<file path="src/sv/tmps_pkg.sv">
// ----------------------------------------------------------------------------
// tmps_pkg
// Shared widths, types and helpers for the triangle minimum path sum block.
// ----------------------------------------------------------------------------
package tmps_pkg;

   // Row buffer geometry
   localparam int MAX_ROWS = 256;
   localparam int ROW_AW   = $clog2(MAX_ROWS);
   localparam int ROWS_W   = ROW_AW + 1;

   // Data widths
   localparam int VALUE_W  = 16;
   localparam int SUM_W    = 24;

   localparam logic signed [SUM_W-1:0] SUM_MAX = {1'b0, {(SUM_W-1){1'b1}}};
   localparam logic signed [SUM_W-1:0] SUM_MIN = {1'b1, {(SUM_W-1){1'b0}}};

   // Per-request control flags, worked out at accept and carried to the update stage
   typedef struct packed {
      logic col_first;   // column 0 of its row
      logic right_edge;  // last column of its row
      logic has_above;   // a parent exists straight above
      logic final_row;   // this row is the last one of the triangle
      logic emit;        // last element of the triangle
   } cell_ctl_type;

   // Clamp a one-bit-grown sum to the signed sum range
   function automatic logic signed [SUM_W-1:0] sat_sum(input logic signed [SUM_W:0] s);
      logic signed [SUM_W-1:0] r;
      begin
         if (s[SUM_W] != s[SUM_W-1]) begin
            r = s[SUM_W] ? SUM_MIN : SUM_MAX;
         end else begin
            r = s[SUM_W-1:0];
         end
         return r;
      end
   endfunction

endpackage

</file>
<file path="src/sv/tmps_cell.sv">
// ----------------------------------------------------------------------------
// tmps_cell
// Cell update: picks the cheaper parent, adds the element with saturation
// and folds the result into the last-row running minimum.
// ----------------------------------------------------------------------------
module tmps_cell (
   input  tmps_pkg::cell_ctl_type                  ctl,
   input  logic signed [tmps_pkg::VALUE_W-1:0]     value,
   input  logic signed [tmps_pkg::SUM_W-1:0]       above_raw,
   input  logic signed [tmps_pkg::SUM_W-1:0]       left_hold,
   input  logic signed [tmps_pkg::SUM_W-1:0]       run_min,
   output logic signed [tmps_pkg::SUM_W-1:0]       above,
   output logic signed [tmps_pkg::SUM_W-1:0]       cell_sum,
   output logic signed [tmps_pkg::SUM_W-1:0]       min_next
);

   logic signed [tmps_pkg::SUM_W-1:0] best;
   logic signed [tmps_pkg::SUM_W:0]   sum;

   // Parent straight above; none on the row's right edge
   assign above = ctl.has_above ? above_raw : '0;

   // Parent choice: the edges have a single parent
   always_comb begin
      if (ctl.col_first) begin
         best = above;
      end else if (ctl.right_edge) begin
         best = left_hold;
      end else begin
         best = (left_hold < above) ? left_hold : above;
      end
   end

   // Add and clamp
   assign sum = {{(tmps_pkg::SUM_W + 1 - tmps_pkg::VALUE_W){value[tmps_pkg::VALUE_W-1]}}, value}
              + {best[tmps_pkg::SUM_W-1], best};
   assign cell_sum = tmps_pkg::sat_sum(sum);

   // Running minimum over the last row, restarted at its first column
   assign min_next = (ctl.final_row && (ctl.col_first || cell_sum < run_min)) ? cell_sum
                                                                            : run_min;

endmodule

</file>
<file path="config.mk">
export PLATFORM = sky130hd
export DESIGN_NAME = tmps_cell
export DESIGN_NICKNAME = d
export VERILOG_FILES = /design/src/sv/tmps_pkg.sv /design/src/sv/tmps_cell.sv
export SDC_FILE = /design/constraint.sdc
export NUM_CORES = 1
export LEC_CHECK = 0
export BUFFER_PORTS_ARGS = -buffer_cell sky130_fd_sc_hd__clkbuf_2
export CAP_MARGIN = 20
export CORE_UTILIZATION = 51
export DETAILED_ROUTE_END_ITERATION = 16
export GPL_TIMING_DRIVEN = 0
export PLACE_DENSITY_LB_ADDON = 0.05
export SLEW_MARGIN = 20
export SYNTH_ARGS = -nofsm -noshare
export SYNTH_HDL_FRONTEND = slang
export SYNTH_SLANG_ARGS = --single-unit
export TNS_END_PERCENT = 1
</file>
<file path="constraint.sdc">
create_clock -name vclk -period 27.8
set_clock_uncertainty 0.1 [all_clocks]
set_input_delay 8.34 -clock vclk [all_inputs]
set_output_delay 8.34 -clock vclk [all_outputs]
set_load 0.05 [all_outputs]
</file>
==> impl_metrics.env <==
export IMPL_status="completed"
export IMPL_final_hold_viol_count=0
export IMPL_start_kind="primary input"
export IMPL_synth_area_top_cells="ha_1, mux2_2, mux2_4"
export IMPL_place_port_buffers=163
export IMPL_antenna_found_initial=0
export IMPL_drv_slew=0
export IMPL_critPathArrivalTime_ns=17.21
export IMPL_ir_drop_v=0.0000870
export IMPL_viasPerCell=5.62
export IMPL_leakage_uw=0.00255
export IMPL_synth_cell_area_um2=3390
export IMPL_critPathMaxStageDelay_ns=0.45
export IMPL_final_common_cell="clkbuf_2"
export IMPL_overflow=0
export IMPL_first_global_vias=3540
export IMPL_gp_congestion=0.878
export IMPL_setup_viol=0
export IMPL_drv_cap=0
export IMPL_dpl_hpwl_um=8400
export IMPL_grt_setup_unrepaired="no"
export IMPL_drt_pass1_iter_count=4
export IMPL_seq_area_frac_synth_pct=0
export IMPL_cts_resized=0
export IMPL_cp_slowest_cell="a2111o_1"
export IMPL_die_x_um=83.5
export IMPL_syn_nets=608
export IMPL_drc=0
export IMPL_critPathKind="primary input to primary output"
export IMPL_hold_ws_ns=17.01
export IMPL_num_vias=3844
export IMPL_cp_top_family="compound AO/OA/AOI/OAI gates"
export IMPL_postRouteAntennaNets=0
export IMPL_postCtsHoldBufs=0
export IMPL_mostFrequentLayoutCells="clkbuf_2, ha_1, inv_1"
export IMPL_drive_gt1_share_pct=37.9
export IMPL_max_slew_margin_pct=64.3
export IMPL_worstPathRequired_ns=19.36
export IMPL_clkbuf_count=0
export IMPL_powerDensity_nw_per_um2=60.8
export IMPL_routedWlPerCell_um=13.9
export IMPL_die_h_um=83.5
export IMPL_dr_first_iter_drc_count=152
export IMPL_grt_use_total_pct=26.0
export IMPL_crit_path_max_fanout=10
export IMPL_start_util_pct=53.1
export IMPL_design_seq_count=0
export IMPL_tightest_slew_ns=0.529
export IMPL_synth_area_leader_cell="ha_1"
export IMPL_grt_pass1_wl_um=15500
export IMPL_ys_types=58
export IMPL_wl_um=9530
export IMPL_antenna_cells=0
export IMPL_synthToLayoutAreaGrowth_pct=26.9
export IMPL_seq_area_um2=0
export IMPL_finalSetupTns_ns=0
export IMPL_io_pins=165
export IMPL_syn_area_per_cell_um2=7.63
export IMPL_post_cts_buffers=0
export IMPL_crit_top_cell="a21o_1"
export IMPL_die_area_um2=6980
export IMPL_min_period_over_period_pct=92.3
export IMPL_nets=773
export IMPL_syn_inst=444
export IMPL_path_buf_inv=7
export IMPL_coreArea_um2=6390
export IMPL_rows=29
export IMPL_finalCriticalPeriod_ns=25.65
export IMPL_critPathCaptureType="primary output"
export IMPL_ys_warnings_count=0
export IMPL_hp_class="primary input to primary output"
export IMPL_synthDominantCellAreaShare_pct=25.8
export IMPL_fmax_ghz=0.0390
export IMPL_grt_max_degree=11
[area by class of cell]
| class | count | area (µm²) |
|---|---|---|
| buffer | 11 | 65.1 |
| timing repair buffer | 163 | 816 |
| inverter | 55 | 206 |
| multi-input combinational | 378 | 3120 |
| fill | 628 | 2080 |
| tap | 77 | 96.3 |
[through the flow]
step | total power (µW) | util (%) | instance area (µm²) | instances | setup WS, ns
after floorplan | 205 | - | 3390 | 444 | 2.47
after global placement | 257 | 67.4 | 4300 | 684 | 2.42
after detailed placement | 260 | 67.4 | 4300 | 684 | 2.23
after CTS | 261 | 67.4 | 4300 | 684 | 2.19
after global routing | 279 | 67.4 | 4300 | 684 | 1.53
final | 262 | 67.4 | 4300 | 684 | 2.15
[final timing paths]
check	slack, ns	cells after the start	to	start
worst max-delay path	2.15	35	min_next[19]	ctl[2]
worst min-delay path	17.01	4	above[23]	above_raw[23]
[report_power, final]
| part | switching (µW) | total, µW | internal, µW |
|---|---|---|---|
| logic | 179 | 262 | 82.9 |
| clock network | 0 | 0 | 0 |
| registers | 0 | 0 | 0 |
| total | 179 | 262 | 82.9 |
[cell families (layout without fill, tap and decap cells)]
family / after synthesis / in the layout / share of synthesized area [%]
multiplexers: 53 / 53 / 19.5
AND/OR/NAND/NOR: 105 / 105 / 15.1
XOR/XNOR: 16 / 16 / 4.13
buffers and inverters: 66 / 229 / 8.01
AO/OA/AOI/OAI: 127 / 127 / 25.0
adder cells (fa/ha/maj): 77 / 77 / 28.2
[Yosys cell counts (all sizes together) (5+ instances only)]
library cell  number
inv               55
o21ai             23
nor2              13
a31oi              5
mux2              47
xor2               8
buf                8
nor2b              5
a21o              21
ha                70
nand4              7
nand2b             7
o211ai             5
nand2             48
nor3               6
maj3               6
a21oi             46
xnor2              8
mux2i              6
[layer usage]
layer	wire (µm)	part of all wire, %	vias to the layer above	global-route usage (%)
met3	316	3.3	14	0.495
met4	155	1.6	0	4.31
li1	-	-	1952	-
met1	4190	44	1778	32.5
met2	4860	51	100	50.1
met5	0	0	-	0
Note: power is estimated with default switching activity, not from simulation.
